[config.mk]
export PLATFORM = sky130hd
export DESIGN_NAME = cbtg_phase_state
export DESIGN_NICKNAME = d
export VERILOG_FILES = /design/src/sv/cbtg_pkg.sv /design/src/sv/cbtg_phase_state.sv
export SDC_FILE = /design/constraint.sdc
export NUM_CORES = 1
export LEC_CHECK = 0
export ABC_AREA = 1
export ABC_CLOCK_PERIOD_IN_PS = 3950
export BUFFER_PORTS_ARGS = -buffer_cell sky130_fd_sc_hd__buf_4
export CORE_ASPECT_RATIO = 0.9
export CORE_MARGIN = 2
export CORE_UTILIZATION = 45
export DETAILED_ROUTE_END_ITERATION = 7
export GPL_ROUTABILITY_DRIVEN = 0
export PLACE_DENSITY = 0.67
export REMOVE_ABC_BUFFERS = 1
export SETUP_SLACK_MARGIN = 0.15
export SLEW_MARGIN = 40
export SYNTH_ARGS = -nofsm -noshare
export SYNTH_HDL_FRONTEND = slang
export SYNTH_SLANG_ARGS = --single-unit
[constraint.sdc]
create_clock -name clk -period 3.95 [get_ports clk]
set_input_delay 0.1975 -clock clk [delete_from_list [all_inputs] [get_ports clk]]
set_output_delay 0.1975 -clock clk [all_outputs]
set_load 0.05 [all_outputs]
[src/sv/cbtg_pkg.sv]
// shared constants, types and helpers of the chirp bpsk tone generator
`default_nettype none
package cbtg_pkg;

	localparam int SINE_TABLE_DEPTH_DEF = 1024;
	localparam int PHASE_BITS_DEF       = 32;

	localparam int START_INC_W = 47;
	localparam int STEP_W      = 48;
	localparam int VOLUME_W    = 16;
	localparam int SAMPLE_W    = 16;
	localparam int ANGLE_W     = 32;
	localparam int CFG_ADDR_W  = 2;

	localparam logic [CFG_ADDR_W-1:0] REG_START_INC = 2'd0;
	localparam logic [CFG_ADDR_W-1:0] REG_CHIRP     = 2'd1;
	localparam logic [CFG_ADDR_W-1:0] REG_VOLUME    = 2'd2;

	localparam logic [VOLUME_W-1:0] VOLUME_RESET = 16'd16384;

	localparam int CORDIC_W     = 34;
	localparam int CORDIC_ITERS = 16;
	localparam int MAG_W        = 31;
	localparam logic signed [CORDIC_W-1:0] CORDIC_X0 = 34'sd652032874;

	localparam logic signed [CORDIC_W-1:0] ATAN_TURNS [0:CORDIC_ITERS-1] = '{
		34'sd536870912, 34'sd316933406, 34'sd167458908, 34'sd85004757,
		34'sd42667331,  34'sd21354465,  34'sd10679838,  34'sd5340245,
		34'sd2670163,   34'sd1335087,   34'sd667544,    34'sd333772,
		34'sd166886,    34'sd83443,     34'sd41722,     34'sd20861
	};

	localparam int FULL_SCALE = 32767;
	localparam int ROUND_BIT  = 44;
	localparam int SCALE_SHR  = 45;

	localparam int FIFO_DEPTH = 32;

	typedef logic signed [CORDIC_W-1:0] cordic_t;

	// arithmetic shift right that truncates toward zero
	function automatic cordic_t shr_tz(input cordic_t v, input int unsigned s);
		cordic_t mag;
		cordic_t r;
		mag = v[CORDIC_W-1] ? -v : v;
		r   = cordic_t'(mag >>> s);
		return v[CORDIC_W-1] ? -r : r;
	endfunction

endpackage
`default_nettype wire

[src/sv/cbtg_phase_state.sv]
// phase accumulator and phase step held in a one-entry memory, read-modify-write per word
`default_nettype none
module cbtg_phase_state #(
	parameter int SINE_TABLE_DEPTH = cbtg_pkg::SINE_TABLE_DEPTH_DEF,
	parameter int PHASE_BITS       = cbtg_pkg::PHASE_BITS_DEF
) (
	input  wire logic                                 clk,
	input  wire logic                                 arst_n,
	input  wire logic                                 accept,
	input  wire logic                                 data_bit,
	input  wire logic                                 restart,
	input  wire logic [cbtg_pkg::START_INC_W-1:0]     start_inc,
	input  wire logic [cbtg_pkg::STEP_W-1:0]          chirp,
	output logic                                      vld,
	output logic [cbtg_pkg::ANGLE_W-1:0]              angle
);

	localparam int ADDR_W  = $clog2(SINE_TABLE_DEPTH);
	localparam int ENTRY_W = PHASE_BITS + cbtg_pkg::STEP_W;

	logic [ENTRY_W-1:0] mem [0:0];
	logic [ENTRY_W-1:0] rd_q;
	logic [ENTRY_W-1:0] fwd_q;
	logic               wr_last_q;
	logic               init_q;

	logic [ENTRY_W-1:0]              cur;
	logic [PHASE_BITS-1:0]           acc;
	logic [cbtg_pkg::STEP_W-1:0]     step;
	logic [PHASE_BITS-1:0]           ph;
	logic [cbtg_pkg::STEP_W-1:0]     new_step;
	logic [PHASE_BITS-1:0]           new_acc;
	logic [ENTRY_W-1:0]              new_entry;

	always_comb begin
		if (wr_last_q) begin
			cur = fwd_q;
		end else if (init_q) begin
			cur = rd_q;
		end else begin
			cur = '0;
		end
		if (restart) begin
			acc  = '0;
			step = {1'b0, start_inc};
		end else begin
			acc  = cur[PHASE_BITS-1:0];
			step = cur[ENTRY_W-1:PHASE_BITS];
		end
		ph        = {acc[PHASE_BITS-1] ^ data_bit, acc[PHASE_BITS-2:0]};
		new_step  = step + chirp;
		new_acc   = acc + new_step[cbtg_pkg::STEP_W-1 -: PHASE_BITS];
		new_entry = {new_step, new_acc};
	end

	always_ff @(posedge clk) begin
		if (accept) begin
			mem[0] <= new_entry;
		end
		rd_q <= mem[0];
	end

	always_ff @(posedge clk) begin
		if (accept) begin
			fwd_q <= new_entry;
			angle <= {ph[PHASE_BITS-1 -: ADDR_W], {(cbtg_pkg::ANGLE_W-ADDR_W){1'b0}}};
		end
	end

	always_ff @(posedge clk or negedge arst_n) begin
		if (!arst_n) begin
			wr_last_q <= 1'b0;
			init_q    <= 1'b0;
			vld       <= 1'b0;
		end else begin
			wr_last_q <= accept;
			vld       <= accept;
			if (accept) begin
				init_q <= 1'b1;
			end
		end
	end

endmodule
`default_nettype wire

==> metrics.yaml <==
outcome: "finished with violations"
violations: "negative setup slack"
track_usage_pct: 27.7
ant_nets: 0
hold_class: "input port to flip-flop"
crit_start: "wr_last_q"
synth_seq_area_share_pct: 39.8
grt_pass1_vias: 11300
io_buffers: 110
max_freq_mhz: 216
nNetsFinal: 1983
die_y_um: 152
ys_warn_count: 0
numCtsBuffers: 17
avgSynthCellArea_um2: 7.94
firstDrtPassIters: 6
critical_path.startpoint_type: "flip-flop"
htree_levels: 4
power.density_nw_per_um2: 628
fillers: 1639
area_delta_synth_final_pct: 55.5
multiInputGateArea_um2: 7660
synthCells: 1379
end_kind: "flip-flop"
p_leak_nw: 7.60
critical_path.max_fanout: 8
first_iter_violations: 1010
wire_per_inst_um: 18.9
hold_viol: 0
clockRootBuffer: "clkbuf_16"
setup_ws_ns: -0.678
clock_latency_ns: 0.45
synth_ff_type: "edfxtp_1"
max_cap_violations: 0
vdd_drop_max_v: 0.000370
drc_errors: 0
core_area_um2: 24100
vias: 11800
antenna_found_initial: 0
cp.depth: 27
worstHoldStart: "data_bit"
worst_pin_slew_ns: 0.740
cts.path.max_buffers: 2
start_util_pct: 45.5
path_common_cell: "nand3_1"
timing.final.crit_share_pct: 117
drt-vias-per-instance: 5.56
worst_ep_required_time_ns: 4.16
die_area_um2: 25600
yosys-top-cells-count: "nand2_1, a21oi_1, nor2_1"
num_antenna_cells: 0
synth_top_cell_by_area: "edfxtp_1"
grt_pass1_wl_um: 56400
rrSetupSlack_ns: -0.68
tritoncts: "done"
finalCriticalPeriod_ns: 4.63
slew_headroom_pct: 50.7
ys_seq_elements: 172
grt.overflow.total: 0
crit_path_end: "mem[0][31]"
setup-violations-final: 27
synth.most_common_cell: "nand2_1"
path_delay_family: "simple AND/OR/NAND/NOR gates"
cp_num_buf_inv: 8
synth_edf_count: 90
dp_hpwl_um: 25400
critPathSlowestCell: "dfrtp_2"
synth_cell_type_count: 52
drive_above_1_share_pct: 44.7
ys_async_sr_fraction_pct: 1.16
rsz0062_at_grt: "yes"
rows: 54
chipWidth_um: 168
timing.rr.end: "mem[0][31]"
grt_max_degree: 75
seq_area_um2: 4360
preCtsSetupSlack_ns: -0.523
cts_sinks: 172
reg2reg_depth: 27
worstSetupPathType: "flip-flop to flip-flop"
clk_pin_slew_ns: 0.08
yosysTopAreaCellShare_pct: 24.7
fin_util_pct: 70.8
wirelength_um: 40200
drv_slew: 0
cp.arrival_ns: 4.84
finalClockSkew_ns: 0.0157
synthTopCellsByArea: "edfxtp_1, dfxtp_1, nand2_1"
ios: 133
r2r-start: "wr_last_q"
netlist_area_um2: 10900
cpPeakStageDelay_ns: 0.40
[flip-flops by register name, indices dropped and copies added (netlist names)]
signal     count
angle         10
wr_last_q      1
rd_q          80
init_q         1
mem           80
[metal layers]
| layer | routed length, um | vias to the layer above | track usage [%] | share of wire [%] |
|---|---|---|---|---|
| met1 | 16000 | 5591 | 35.4 | 40 |
| li1 | - | 5468 | - | - |
| met4 | 1800 | 0 | 8.99 | 4.5 |
| met2 | 19700 | 583 | 48.4 | 49 |
| met3 | 2710 | 153 | 3.88 | 6.7 |
| met5 | 0 | - | 0 | 0 |
[placed cells by master, fill, tap and decap left out, types with 23 or more instances in the layout]
cell,netlist,routed
buf_4,22,401
nand2_1,299,251
nor2_1,158,114
inv_1,119,105
a21oi_1,164,104
edfxtp_1,90,90
dfxtp_1,80,80
a21oi_2,6,53
nand2_2,13,50
ha_1,79,44
nor2_2,5,39
nand3_1,44,37
a22oi_1,47,32
ha_4,0,31
xor2_1,40,30
inv_2,12,23
buf_6,0,23
[stage by stage]
step / cells / instance area, um^2 / power [W] / hold slack (ns) / TNS [ns]
2_1_floorplan: 1347 / 10700 / 0.00509 / -0.0981 / -54.37
3_3_place_gp: 2024 / 14000 / 0.00693 / -0.00753 / -7.77
3_5_place_dp: 2024 / 14000 / 0.00702 / -0.00684 / -8.53
4_1_cts: 2090 / 15900 / 0.00948 / 0.0456 / -2.11
5_1_grt: 2123 / 17000 / 0.0112 / 0.0567 / -13.38
6_report: 2123 / 17000 / 0.0107 / 0.0537 / -10.57
[cell families (layout without fill, tap and decap cells)]
logic type,count (synthesis),count (layout),share of synthesized area [%]
AOI/OAI and AO/OA,319,319,17.4
xor gates and xnor gates,63,63,5.11
adders and majority gates,81,81,9.40
buffers and inverters,185,600,7.12
DFF,172,172,39.8
other,1,22,0.0343
and+or+nand+nor,558,558,21.2
[worst min path at each step]
stage,endpoint,slack [ns],cells after the start
floorplan,init_q,-0.1,0
global placement,init_q,-0.008,1
detailed placement,init_q,-0.007,1
CTS,angle[31],0.05,2
global route,angle[31],0.06,2
finish,angle[31],0.05,2
[power by group]
part	internal [W]	switching, W	leakage (nW)
sequential	0.00264	0.000236	1.58
combinational	0.00288	0.00323	5.74
clock	0.000861	0.000847	0.286
total	0.00639	0.00431	7.60
[worst register-to-register path: stages (launching register included)]
cell and delay [ns]:
dfrtp_2 0.40, inv_2 0.05, nand2_4 0.08, clkinv_8 0.10, buf_12 0.16, buf_6 0.12
a22oi_2 0.12, a21oi_1 0.11, ha_1 0.40, nand2_2 0.15, nor2_4 0.20, inv_2 0.10
nor2_1 0.24, inv_1 0.14, nor2_2 0.18, nand3_1 0.09, nand3_1 0.13, xor2_1 0.10
buf_4 0.17, ha_1 0.34, nand2_2 0.11, buf_4 0.16, nor2_2 0.15, nand2_1 0.12
o21ai_0 0.24, a31oi_1 0.09, nand3_1 0.10, nand2_1 0.05
[area by class of cell]
type | count | area share [%]
clock inverter | 14 | 0.838
inverter | 132 | 3.02
clock buffer | 18 | 2.58
timing repair buffer | 436 | 20.7
tap | 308 | 2.26
multi-input combinational | 1043 | 45.0
sequential | 172 | 25.6
[repair_timing]
item                                    in CTS  in global routing
endpoints found under the setup margin      28                 29
pin swaps                                   70                 66
hold endpoints to repair                     2                  0
buffers inserted                            31                 32
hold buffers                                 1                  0
cloned                                       2                  1
gates resized for setup                    227                196
No activity file was read; power rests on OpenSTA's default activity.
