$ cat src/sv/cbtg_pkg.sv
// shared constants, types and helpers of the chirp bpsk tone generator
`default_nettype none
package cbtg_pkg;

	localparam int SINE_TABLE_DEPTH_DEF = 1024;
	localparam int PHASE_BITS_DEF       = 32;

	localparam int START_INC_W = 47;
	localparam int STEP_W      = 48;
	localparam int VOLUME_W    = 16;
	localparam int SAMPLE_W    = 16;
	localparam int ANGLE_W     = 32;
	localparam int CFG_ADDR_W  = 2;

	localparam logic [CFG_ADDR_W-1:0] REG_START_INC = 2'd0;
	localparam logic [CFG_ADDR_W-1:0] REG_CHIRP     = 2'd1;
	localparam logic [CFG_ADDR_W-1:0] REG_VOLUME    = 2'd2;

	localparam logic [VOLUME_W-1:0] VOLUME_RESET = 16'd16384;

	localparam int CORDIC_W     = 34;
	localparam int CORDIC_ITERS = 16;
	localparam int MAG_W        = 31;
	localparam logic signed [CORDIC_W-1:0] CORDIC_X0 = 34'sd652032874;

	localparam logic signed [CORDIC_W-1:0] ATAN_TURNS [0:CORDIC_ITERS-1] = '{
		34'sd536870912, 34'sd316933406, 34'sd167458908, 34'sd85004757,
		34'sd42667331,  34'sd21354465,  34'sd10679838,  34'sd5340245,
		34'sd2670163,   34'sd1335087,   34'sd667544,    34'sd333772,
		34'sd166886,    34'sd83443,     34'sd41722,     34'sd20861
	};

	localparam int FULL_SCALE = 32767;
	localparam int ROUND_BIT  = 44;
	localparam int SCALE_SHR  = 45;

	localparam int FIFO_DEPTH = 32;

	typedef logic signed [CORDIC_W-1:0] cordic_t;

	// arithmetic shift right that truncates toward zero
	function automatic cordic_t shr_tz(input cordic_t v, input int unsigned s);
		cordic_t mag;
		cordic_t r;
		mag = v[CORDIC_W-1] ? -v : v;
		r   = cordic_t'(mag >>> s);
		return v[CORDIC_W-1] ? -r : r;
	endfunction

endpackage
`default_nettype wire

$ cat src/sv/cbtg_out_fifo.sv
// output word queue with credit count of words in flight
`default_nettype none
module cbtg_out_fifo (
	input  wire logic                             clk,
	input  wire logic                             arst_n,
	input  wire logic                             in_accept,
	output logic                                  in_ready,
	input  wire logic                             push,
	input  wire logic [cbtg_pkg::SAMPLE_W-1:0]    push_data,
	output logic                                  out_valid,
	input  wire logic                             out_ready,
	output logic [cbtg_pkg::SAMPLE_W-1:0]         out_data
);

	localparam int DEPTH = cbtg_pkg::FIFO_DEPTH;
	localparam int PTR_W = $clog2(DEPTH);
	localparam int CNT_W = $clog2(DEPTH + 1);

	logic [cbtg_pkg::SAMPLE_W-1:0] mem [0:DEPTH-1];
	logic [cbtg_pkg::SAMPLE_W-1:0] rd_data_q;
	logic [PTR_W-1:0] wr_ptr_q;
	logic [PTR_W-1:0] rd_ptr_q;
	logic [PTR_W-1:0] rd_ptr_d;
	logic [CNT_W-1:0] count_q;
	logic [CNT_W-1:0] credit_q;
	logic             pop;

	assign pop       = out_valid && out_ready;
	assign out_valid = (count_q != '0);
	assign rd_ptr_d  = pop ? rd_ptr_q + PTR_W'(1) : rd_ptr_q;
	assign out_data  = rd_data_q;
	assign in_ready  = (credit_q < CNT_W'(DEPTH));

	// read the head for the next cycle, taking a word written to that entry now
	always_ff @(posedge clk) begin
		if (push) begin
			mem[wr_ptr_q] <= push_data;
		end
		if (push && (wr_ptr_q == rd_ptr_d)) begin
			rd_data_q <= push_data;
		end else begin
			rd_data_q <= mem[rd_ptr_d];
		end
	end

	always_ff @(posedge clk or negedge arst_n) begin
		if (!arst_n) begin
			wr_ptr_q <= '0;
			rd_ptr_q <= '0;
			count_q  <= '0;
			credit_q <= '0;
		end else begin
			if (push) begin
				wr_ptr_q <= wr_ptr_q + PTR_W'(1);
			end
			if (pop) begin
				rd_ptr_q <= rd_ptr_q + PTR_W'(1);
			end
			case ({push, pop})
				2'b10:   count_q <= count_q + CNT_W'(1);
				2'b01:   count_q <= count_q - CNT_W'(1);
				default: count_q <= count_q;
			endcase
			case ({in_accept, pop})
				2'b10:   credit_q <= credit_q + CNT_W'(1);
				2'b01:   credit_q <= credit_q - CNT_W'(1);
				default: credit_q <= credit_q;
			endcase
		end
	end

endmodule
`default_nettype wire

$ cat config.mk
export PLATFORM = sky130hd
export DESIGN_NAME = cbtg_out_fifo
export DESIGN_NICKNAME = d
export VERILOG_FILES = /design/src/sv/cbtg_pkg.sv /design/src/sv/cbtg_out_fifo.sv
export SDC_FILE = /design/constraint.sdc
export NUM_CORES = 1
export LEC_CHECK = 0
export CAP_MARGIN = 20
export CORE_MARGIN = 8
export CORE_UTILIZATION = 39
export CTS_BUF_LIST = sky130_fd_sc_hd__clkbuf_8 sky130_fd_sc_hd__clkbuf_16
export DETAILED_ROUTE_END_ITERATION = 10
export DONT_BUFFER_PORTS = 1
export GPL_TIMING_DRIVEN = 0
export SLEW_MARGIN = 20
export SYNTH_ARGS = -nofsm -noshare
export SYNTH_HDL_FRONTEND = slang
export SYNTH_SLANG_ARGS = --single-unit
$ cat constraint.sdc
create_clock -name clk -period 7.1 [get_ports clk]
set_input_delay 0.355 -clock clk [delete_from_list [all_inputs] [get_ports clk]]
set_output_delay 0.355 -clock clk [all_outputs]
set_load 0.005 [all_outputs]
==> summary.md <==
| Metric | Value |
|---|---|
| Global route total overflow | 0 |
| Setup Skew | 0.0188 ns |
| Avg Cell Area, Syn | 17.0 µm² |
| Mean number of vias per cell | 5.49 |
| Starting density of the core | 39.5% |
| Cell with the most instances after synthesis | edfxtp_1 |
| Global-route wire length before repair | 77.1 mm |
| All-Layer GR Usage | 16.9% |
| Clk Latency, worst-skew pair | 0.62 ns |
| Tmin final | 3.82 ns |
| Most instantiated cells after synthesis | 512 x edfxtp_1, 256 x mux2i_1, 115 x a22oi_1, 69 x nand3_1, 43 x clkbuf_1 |
| Unique masters post-synth | 44 |
| Crit path largest cell delay | 0.77 ns |
| DR vias | 11.5k |
| Slowest-stage cell, CP | clkbuf_1 |
| Clock sink count | 539 |
| Vias in the first global route | 11.4k |
| Synth Cell Area | 21,300 µm² |
| Synth Net Count | 1,286 |
| Startpoint types | flop |
| Setup crit end kind | output port |
| Post-CTS Setup Inserts | 0 |
| Final ANT Viol Nets | 0 |
| Dpl ws | 3.90 ns |
| FFs w/ async S/R, synth | 4.08% |
| Largest net degree at the start of global routing | 33 |
| PD cells | 395 nW/µm² |
| WP data required | 6.74 ns |
| Sequential share of the synthesized area | 75.2% |
| Outcome | finished, final reports clean |
| Area grow syn2layout | 16.1% |
| CP Max Fanout | 10 |
| Hold/Removal Path Class | primary input to flop |
| Ratio of cells with drive above 1 in the final layout | 13.6% |
| Maximum clock frequency | 262 MHz |
| Worst Max-Slew Pin Slew | 1.07 ns |
| Pwr Total | 9.77 mW |
| Core area | 53,900 µm² |
| Tcrit/Tclk final | 53.8% |
| Arr. time, crit path | 3.46 ns |
| Synthesized flop and latch total | 539 |
| Rows | 85 |
| Worst R2R End | count_q[4] |
| Reg-to-reg slack, setup | 3.89 ns |
| Reg clk slew, reported paths | 0.06 ns |
| Final Max Tran Viols | 0 |
| CP Cell Sequence | nor2b_1 > clkbuf_1 > clkbuf_1 > a22oi_1 > nand3_1 > nand4_1 |
| TritonCTS clock tree | built |
| Worst rel slew slack | 28.4% |
| Io pins | 39 |
| Diode count | 0 |
| Most used flip-flop cell after synthesis | edfxtp_1 |
| Inserted Clock Buffers | 56 |
| WS Path Type | flop to output port |
| LEAKAGE | 8.58 nW |
| Iter 0 DRT Violations | 1,233 |
| Post-detail-place hpwl | 35.3 mm |
| First-pass iteration count of the detailed router | 5 |
| Root buf cell | clkbuf_16 |
| Wire length per cell | 25.9 µm |
| Most frequent CP cell | clkbuf_1 |
| Cells after Synth | 1,254 |
| Setup ws final | 3.28 ns |
| RSZ-0062 raised after global routing | no |
| Reg2Reg Depth | 14 |
| PortBufs | 0 |
| Nets | 1,388 |
| Post-synth top area cell | edfxtp_1 |
| Ranking of synthesized cells by area | edfxtp_1 72%, mux2i_1 12%, a22oi_1 4.1% |
| Maximum vdd drop | 207 µV |
| CTS H-tree depth | 2 |
| Final-report setup violation count | 0 |
| Hold depth | 1 |
| CP Capture Point | out_data[1] |
| DIE AREA | 62,400 µm² |
| EDFF count, synth | 512 |
| Setup tns final | 0 ns |
| Number of max-cap violations | 0 |
| Residual DRC | 0 |
| Top cell type's share of synthesized area | 72.1% |
| Syn. warnings | 0 |
| Total routed wirelength | 54.1 mm |
| R2r startpoint | count_q[2] |
| Initial antenna violation count | 0 |
| CTS Buffer Depth | 3 |
| Hold Vio Cnt, Final | 0 |
| Die W | 250 µm |
| GPL Wtd Cong | 0.962 |
| Die Y | 250 µm |
[worst min-delay path by stage]
stage | slack [ns] | startpoint | to
after floorplan | 0.06 | arst_n | count_q[0]
after global placement | 0.06 | arst_n | wr_ptr_q[0]
after detailed placement | 0.06 | arst_n | wr_ptr_q[1]
after CTS | 0.03 | push_data[13] | mem[3][13]
after global routing | 0.05 | push_data[13] | mem[6][13]
final | 0.05 | push_data[11] | mem[6][11]
[sequential cells by signal, indices dropped and copies added, names as in the netlist, named ones only]
signal / count
count_q: 6
credit_q: 6
mem: 512
wr_ptr_q: 5
rd_ptr_q: 5
[repair_timing]
item,in CTS,in global routing
hold buffers,18,0
hold endpoints to repair,534,0
endpoints found under the setup margin,0,0
resized for setup,0,0
[stage by stage]
stage	std cells	util (%)	hold WS [ns]	area, µm²
floorplan	1254	-	0.0594	21300
global placement	1950	41.1	0.0610	22200
detailed placement	1976	42.0	0.0611	22600
CTS	2092	45.9	0.0294	24700
global route	2092	45.9	0.0455	24700
finish	2092	45.9	0.0517	24700
[layout by cell type (no fill, tap or decap), types with 5 or more instances in the layout]
master | netlist | final
edfxtp_1 | 512 | 512
mux2i_1 | 256 | 256
a22oi_1 | 115 | 115
nand3_1 | 69 | 69
clkbuf_16 | 0 | 57
clkbuf_1 | 43 | 43
nor2_2 | 0 | 33
nand2_1 | 30 | 30
buf_2 | 25 | 25
a21oi_1 | 23 | 23
dfrtp_1 | 22 | 22
nand4_1 | 20 | 20
inv_1 | 8 | 17
buf_12 | 0 | 17
buf_8 | 0 | 16
clkinv_1 | 0 | 13
buf_6 | 2 | 12
xnor2_1 | 11 | 11
ha_1 | 11 | 11
xor2_1 | 10 | 10
nor2_1 | 41 | 8
o21ai_0 | 7 | 7
clkinv_2 | 0 | 7
nor2b_1 | 6 | 6
buf_1 | 6 | 6
dfxtp_1 | 5 | 5
bufinv_16 | 0 | 5
[logic make-up (layout without fill, tap and decap cells)]
| group | after synthesis | count (layout) | share of synthesized area (%) |
|---|---|---|---|
| DFF | 539 | 539 | 75.2 |
| buffers and inverters | 84 | 226 | 1.70 |
| xor gates and xnor gates | 21 | 21 | 0.863 |
| and+or+nand+nor | 185 | 185 | 4.29 |
| AOI/OAI and AO/OA | 155 | 155 | 5.13 |
| adders and majority gates | 11 | 11 | 0.646 |
| muxes | 259 | 259 | 12.2 |
[critical path, delay by kind of cell (launching register included)]
family                 cells  cell delay [ns]
buffers and inverters      2             1.42
and+or+nand+nor            3             0.78
DFF                        1             0.39
AOI/OAI and AO/OA          1             0.26
[where the power goes]
group          leakage, nW  total [mW]  internal, mW  switching, mW
Clock                0.902        2.83          1.64           1.20
Sequential            4.91        3.85          3.74          0.111
Combinational         2.76        3.09          1.00           2.08
Total                 8.58        9.77          6.38           3.39
[layer usage]
layer | vias to the layer above | part of all wire (%) | track usage [%]
met5 | - | 0 | 0
met4 | 0 | 3.0 | 5.70
met3 | 78 | 9.0 | 4.62
met2 | 461 | 46 | 26.6
met1 | 5784 | 42 | 22.3
li1 | 5164 | - | -
[cell type report]
cell class	count	area, µm²
Buffer	76	332
Clock buffer	57	1430
Clock inverter	41	349
Fill cell	4599	29200
Inverter	8	30.0
Multi-Input combinational cell	631	5010
Sequential cell	539	16000
Tap cell	696	871
Timing Repair Buffer	44	703
Note: power is estimated with default switching activity, not from simulation.
