`src/sv/cbtg_pkg.sv`:
```
// shared constants, types and helpers of the chirp bpsk tone generator
`default_nettype none
package cbtg_pkg;

	localparam int SINE_TABLE_DEPTH_DEF = 1024;
	localparam int PHASE_BITS_DEF       = 32;

	localparam int START_INC_W = 47;
	localparam int STEP_W      = 48;
	localparam int VOLUME_W    = 16;
	localparam int SAMPLE_W    = 16;
	localparam int ANGLE_W     = 32;
	localparam int CFG_ADDR_W  = 2;

	localparam logic [CFG_ADDR_W-1:0] REG_START_INC = 2'd0;
	localparam logic [CFG_ADDR_W-1:0] REG_CHIRP     = 2'd1;
	localparam logic [CFG_ADDR_W-1:0] REG_VOLUME    = 2'd2;

	localparam logic [VOLUME_W-1:0] VOLUME_RESET = 16'd16384;

	localparam int CORDIC_W     = 34;
	localparam int CORDIC_ITERS = 16;
	localparam int MAG_W        = 31;
	localparam logic signed [CORDIC_W-1:0] CORDIC_X0 = 34'sd652032874;

	localparam logic signed [CORDIC_W-1:0] ATAN_TURNS [0:CORDIC_ITERS-1] = '{
		34'sd536870912, 34'sd316933406, 34'sd167458908, 34'sd85004757,
		34'sd42667331,  34'sd21354465,  34'sd10679838,  34'sd5340245,
		34'sd2670163,   34'sd1335087,   34'sd667544,    34'sd333772,
		34'sd166886,    34'sd83443,     34'sd41722,     34'sd20861
	};

	localparam int FULL_SCALE = 32767;
	localparam int ROUND_BIT  = 44;
	localparam int SCALE_SHR  = 45;

	localparam int FIFO_DEPTH = 32;

	typedef logic signed [CORDIC_W-1:0] cordic_t;

	// arithmetic shift right that truncates toward zero
	function automatic cordic_t shr_tz(input cordic_t v, input int unsigned s);
		cordic_t mag;
		cordic_t r;
		mag = v[CORDIC_W-1] ? -v : v;
		r   = cordic_t'(mag >>> s);
		return v[CORDIC_W-1] ? -r : r;
	endfunction

endpackage
`default_nettype wire

```
`src/sv/cbtg_scale.sv`:
```
// volume gain, full-scale product, rounding, saturation and sign
`default_nettype none
module cbtg_scale (
	input  wire logic                              clk,
	input  wire logic                              arst_n,
	input  wire logic                              in_vld,
	input  wire logic [cbtg_pkg::MAG_W-1:0]        mag,
	input  wire logic                              neg,
	input  wire logic [cbtg_pkg::VOLUME_W-1:0]     volume,
	output logic                                   out_vld,
	output logic [cbtg_pkg::SAMPLE_W-1:0]          sample
);

	localparam int PROD_W = cbtg_pkg::MAG_W + cbtg_pkg::VOLUME_W;
	localparam int FS_W   = 15;
	localparam int FULL_W = PROD_W + FS_W;
	localparam int V_W    = FULL_W - cbtg_pkg::SCALE_SHR;

	logic [PROD_W-1:0] prod_s1;
	logic              neg_s1;
	logic              vld_s1;
	logic [FULL_W-1:0] full_s2;
	logic              neg_s2;
	logic              vld_s2;

	logic [FULL_W-1:0]               rounded;
	logic [V_W-1:0]                  v;
	logic [cbtg_pkg::SAMPLE_W-1:0]   sat;

	// round, take the sample bits and saturate at full scale; the times 32767 shift and subtract is registered below
	always_comb begin
		rounded = full_s2 + (FULL_W'(1) << cbtg_pkg::ROUND_BIT);
		v       = rounded[FULL_W-1:cbtg_pkg::SCALE_SHR];
		if (v > V_W'(cbtg_pkg::FULL_SCALE)) begin
			sat = cbtg_pkg::SAMPLE_W'(cbtg_pkg::FULL_SCALE);
		end else begin
			sat = v[cbtg_pkg::SAMPLE_W-1:0];
		end
	end

	always_ff @(posedge clk) begin
		prod_s1 <= PROD_W'(mag) * PROD_W'(volume);
		neg_s1  <= neg;
		full_s2 <= {prod_s1, {FS_W{1'b0}}} - FULL_W'(prod_s1);
		neg_s2  <= neg_s1;
		sample  <= neg_s2 ? -sat : sat;
	end

	always_ff @(posedge clk or negedge arst_n) begin
		if (!arst_n) begin
			vld_s1  <= 1'b0;
			vld_s2  <= 1'b0;
			out_vld <= 1'b0;
		end else begin
			vld_s1  <= in_vld;
			vld_s2  <= vld_s1;
			out_vld <= vld_s2;
		end
	end

endmodule
`default_nettype wire

```
`config.mk`:
```
export PLATFORM = sky130hd
export DESIGN_NAME = cbtg_scale
export DESIGN_NICKNAME = d
export VERILOG_FILES = /design/src/sv/cbtg_pkg.sv /design/src/sv/cbtg_scale.sv
export SDC_FILE = /design/constraint.sdc
export NUM_CORES = 1
export LEC_CHECK = 0
export BUFFER_PORTS_ARGS = -buffer_cell sky130_fd_sc_hd__buf_2
export CAP_MARGIN = 20
export CELL_PAD_IN_SITES_DETAIL_PLACEMENT = 1
export CELL_PAD_IN_SITES_GLOBAL_PLACEMENT = 1
export CORE_ASPECT_RATIO = 0.75
export CORE_MARGIN = 1
export CORE_UTILIZATION = 55
export DETAILED_ROUTE_END_ITERATION = 10
export PLACE_DENSITY = 0.91
export SLEW_MARGIN = 20
export SYNTH_ARGS = -nofsm -noshare
export SYNTH_HDL_FRONTEND = slang
export SYNTH_SLANG_ARGS = --single-unit
```
`constraint.sdc`:
```
create_clock -name clk -period 4.6 [get_ports clk]
set_input_delay 0.92 -clock clk [delete_from_list [all_inputs] [get_ports clk]]
set_output_delay 0.92 -clock clk [all_outputs]
set_load 0.005 [all_outputs]
```
==> results of run 1 <==
kinds of logic after synthesis:
| kind of cell | Yosys count |
|---|---|
| flops | 86 |
| mux | 5 |
| compound gates | 241 |
| simple gates | 772 |
| fa+ha+maj | 557 |
| buf+inv | 595 |
| xor+xnor | 68 |
routing by layer:
| layer | overflow | GRT usage (%) |
|---|---|---|
| met4 | 569 | 109 |
| met3 | 40 | 81.0 |
| met5 | 4 | 44.6 |
| met1 | 36 | 90.4 |
| met2 | 1547 | 119 |
metrics by stage:
step / worst slack [ns] / hold slack [ns] / TNS, ns
3_3_place_gp: -2.07 / 0.311 / -66.49
4_1_cts: -1.65 / 0.340 / -48.19
2_1_floorplan: -1.47 / 0.310 / -40.78
3_5_place_dp: -2.44 / 0.324 / -80.64
repair_timing:
action	in CTS
setup endpoints to repair	40
pin swaps	143
hold buffers	0
gates resized for setup	409
cloned	11
setup buffers	50
==> out/metrics.yaml, run 1 <==
placed_cell_area_mm2: 0.0231
yosysMostFrequentCell: "inv_1"
stop_error: "[ERROR GRT-0232] Routing congestion too high. Check the congestion heatmap in the GUI."
hpwl_mm: 63.2
async_flop_share_pct: 3.49
cts_buffer_depth: 2
yosys.area.top_type_share_pct: 40.4
io_buffers: 67
cts_buffers: 9
syn-instance-count: 2324
synthSimpleGateAreaFrac_pct: 19.0
cts.htree.levels: 3
synth_warnings: 0
die_w_um: 222
synth_cell_types: 73
dp_cells: 3012
postGrtWorstEndpoint: "prod_s1[39]$_DFF_P_/D"
routabilityCongestion: 0.927
rows: 60
cts_num_sinks: 86
grt_max_degree: 25
synth_xor_area_share_pct: 2.97
worst_endpoint_kind: "register data pin"
muxShareOfSynthArea_pct: 0.256
ys_seq_area_share_pct: 8.67
grt_usage_pct: 97.4
outcome: "did not finish"
fp.dieH_um: 167
synth_area_leader_cell: "fa_1"
lastStage: "5_1_grt"
synth-adder-area-share_pct: 50.0
grt.overflow.total: 2196
clockRootBuffer: "clkbuf_16"
synth_top_family_by_area: "adder cells"
syn_nets: 2932
synth_area_per_cell_um2: 8.61
netlist_top_cells_count: "inv_1 (496), fa_1 (404), nand2_1 (338)"
start_util_pct: 55.8
synth_compound_area_share_pct: 7.96
pin_count: 68
synth_flop_cell: "dfxtp_1"
ys_seq_elements: 86
synth_edf_count: 0
syn_area_mm2: 0.0200
ys_top_cells_by_area: "fa_1 (40%), ha_1 (9.6%), inv_1 (9.3%), dfxtp_1 (8.3%), and2_1 (6.9%)"
==> run 2: changes to the inputs <==
--- a/config.mk
+++ b/config.mk
@@ -7,13 +7,10 @@
 export LEC_CHECK = 0
 export BUFFER_PORTS_ARGS = -buffer_cell sky130_fd_sc_hd__buf_2
 export CAP_MARGIN = 20
-export CELL_PAD_IN_SITES_DETAIL_PLACEMENT = 1
-export CELL_PAD_IN_SITES_GLOBAL_PLACEMENT = 1
-export CORE_ASPECT_RATIO = 0.75
 export CORE_MARGIN = 1
-export CORE_UTILIZATION = 55
+export CORE_UTILIZATION = 40
 export DETAILED_ROUTE_END_ITERATION = 10
-export PLACE_DENSITY = 0.91
+export PLACE_DENSITY_LB_ADDON = 0.15
 export SLEW_MARGIN = 20
 export SYNTH_ARGS = -nofsm -noshare
 export SYNTH_HDL_FRONTEND = slang
==> run 2 against run 1 <==
  * Area after synthesis unchanged
  * Synthesized cell count stayed put
  * The flow now finishes, with violations (setup timing)
==> out/metrics.yaml, run 2 <==
crit_fanout: 21
pin_count: 68  # unchanged
drt_wl_total_mm: 54.6
coreArea_mm2: 0.0492
max_freq_mhz: 165
start_kind: "input pin"
grt_pass1_wl_mm: 91.6
synth_flop_cell: "dfxtp_1"  # unchanged
violations: "setup timing"
fin_crit_sh_pct: 132
seqCellArea_mm2: 0.00174
cp.arrival_ns: 6.34
use_met1_pct: 31.5
final_cell_mix: "inv_1 (441), fa_1 (371), nand2_1 (320)"
antenna_found_initial: 0
cts_buffers: 9  # unchanged
syn_area_mm2: 0.0200  # unchanged
fp.dieH_um: 226  # was 167 um
area_growth_pct: 29.7
r2r_cells: 12
synth_area_leader_cell: "fa_1"  # unchanged
drc: 0
grt_usage_pct: 22.7
synth_compound_area_share_pct: 7.96  # unchanged
skew_ns: 0.00944
synth-adder-area-share_pct: 50.0  # unchanged
hp-class: "reg -> reg"
netlist_top_cells_count: "inv_1 (496), fa_1 (404), nand2_1 (338)"  # unchanged
cts.htree.levels: 3  # unchanged
synth_area_per_cell_um2: 8.61  # unchanged
outcome: "finished with violations"  # was did not finish
cts_tree: "built"
syn-instance-count: 2324  # unchanged
ys_seq_area_share_pct: 8.67  # unchanged
crit_start: "volume[6]"
yosysMostFrequentCell: "inv_1"  # unchanged
cts_buffer_depth: 2  # unchanged
ff2ff_setup_slack_ns: 1.27
start_util_pct: 40.7  # was 55.8%
die-area_mm2: 0.0509
drt-initial-drc-count: 658
layout_commonest_cell: "inv_1"
required_ns: 4.86
grt.overflow.total: 0
path_clk_slew_ns: 0.06
final_cells: 3308
routabilityCongestion: 0.870  # was 0.927
report.final.hold_viol_count: 0
syn_nets: 2932  # unchanged
clkLatencyLatePin_ns: 0.34
synth_edf_count: 0  # unchanged
min_period_ns: 6.08
maxSlewViolCount: 0
worst_pin_slew_ns: 0.639
viasPerCell: 4.93
synth_cell_types: 73  # unchanged
n_antenna_cell: 0
n_fill_cell: 4559
synth_top_family_by_area: "adder cells"  # unchanged
io_buffers: 67  # unchanged
antenna_left: 0
hpwl_mm: 46.3  # was 63.2 mm
regMostFlops: "prod_s1"
ys_top_cells_by_area: "fa_1 (40%), ha_1 (9.6%), inv_1 (9.3%), dfxtp_1 (8.3%), and2_1 (6.9%)"  # unchanged
worst_slack_ns: -1.48
grt_use_met3_pct: 1.63
dp_cells: 3242  # was 3012
relSlewSlack_pct: 57.3
cts_num_sinks: 86  # unchanged
firstDrtPassIters: 5
largest_reg_flops: 47
grt_pass1_vias: 17800
rows: 81  # was 60
end_kind: "register"
async_flop_share_pct: 3.49  # unchanged
clockRootBuffer: "clkbuf_16"  # unchanged
die_w_um: 226  # was 222 um
grt_setup_unrepaired: "yes"
drive_above_1_share_pct: 27.2
synthSimpleGateAreaFrac_pct: 19.0  # unchanged
reg_top3: "prod_s1 x47, full_s2 x18, sample x16"
layout.nets: 3247
grt-busiest-layer: "met2"
worst-setup-path-type: "in -> reg"
muxShareOfSynthArea_pct: 0.256  # unchanged
yosys.area.top_type_share_pct: 40.4  # unchanged
rr_startpoint: "full_s2[46]"
finalSetupViolations: 39
r2r-end: "sample[14]"
drv_cap: 0
grt_max_degree: 22
detail_route.wl_per_cell_um: 16.5
via_count: 16300
grtUsageMet2_pct: 38.6
synth_xor_area_share_pct: 2.97  # unchanged
ys_seq_elements: 86  # unchanged
crit_end: "prod_s1[39]"
synth_warnings: 0  # unchanged
multi_input_area_mm2: 0.0174
run 2: kinds of logic (layout without fill, tap and decap cells):
| family | Yosys count | in the layout |
|---|---|---|
| buf+inv | 595 | 915 |
| simple gates | 772 | 772 |
| xor+xnor | 68 | 68 |
| compound gates | 241 | 241 |
| flops | 86 | 86 |
| fa+ha+maj | 557 | 557 |
| mux | 5 | 5 |
run 2: timing repair:
action / in CTS / in global routing
gates resized for setup: 310 / 96
hold buffers: 0 / 0
pin swaps: 137 / 82
gates cloned: 4 / 0
hold endpoints to repair: 0 / 0
endpoints found under the setup margin: 40 / 39
setup buffers: 37 / 14
run 2: routing by layer:
layer,wire [um],vias to the layer above,share of wire (%)
met4,974,0,1.8
met5,0,-,0
li1,-,7745,-
met2,26200,281,48
met3,1550,54,2.8
met1,25900,8231,47
run 2: cell type report:
class / count / share of cell area [%]
multi-input cells: 1643 / 67.1
repair buffers: 403 / 14.6
inverters: 496 / 7.17
flip-flops and latches: 86 / 6.69
well taps: 664 / 3.20
clock buffers: 12 / 0.993
clock inverters: 4 / 0.294
run 2: critical path, cell delays in order:
cell      delay, ns
buf_16         0.14
and2_4         0.15
fa_1           0.55
inv_2          0.04
fa_2           0.45
fa_2           0.58
inv_2          0.04
fa_1           0.45
fa_1           0.50
inv_2          0.04
fa_1           0.54
inv_2          0.04
ha_4           0.26
buf_6          0.12
inv_2          0.04
nor2_1         0.18
nor4_4         0.06
a211oi_2       0.33
buf_4          0.19
o21ai_4        0.06
a21o_1         0.26
buf_6          0.14
a211oi_2       0.20
run 2: worst min-delay path by stage:
stage            from     end  slack, ns  cells after the start
5_1_grt        arst_n  vld_s1       0.35                      1
4_1_cts        neg_s1  neg_s2       0.33                      0
3_5_place_dp   neg_s1  neg_s2       0.32                      0
3_3_place_gp   neg_s1  neg_s2       0.31                      0
6_report       neg_s1  neg_s2       0.33                      0
2_1_floorplan  neg_s1  neg_s2       0.31                      0
run 2: through the flow:
step / instance area [um^2] / utilization (%) / hold slack (ns) / setup slack, ns / setup TNS [ns]
CTS: 25500 / 51.9 / 0.334 / -1.41 / -41.41
floorplan: 20900 / - / 0.310 / -1.47 / -40.78
detailed placement: 23600 / 48.0 / 0.318 / -2.19 / -69.03
global placement: 23600 / 48.0 / 0.314 / -2.10 / -67.49
global route: 26000 / 52.8 / 0.348 / -1.62 / -49.74
finish: 26000 / 52.8 / 0.329 / -1.48 / -43.28
Power of run 2 is left out: the tool's default activity adds up to more than one toggle a clock period on the data nets, which glitch-free logic cannot reach.
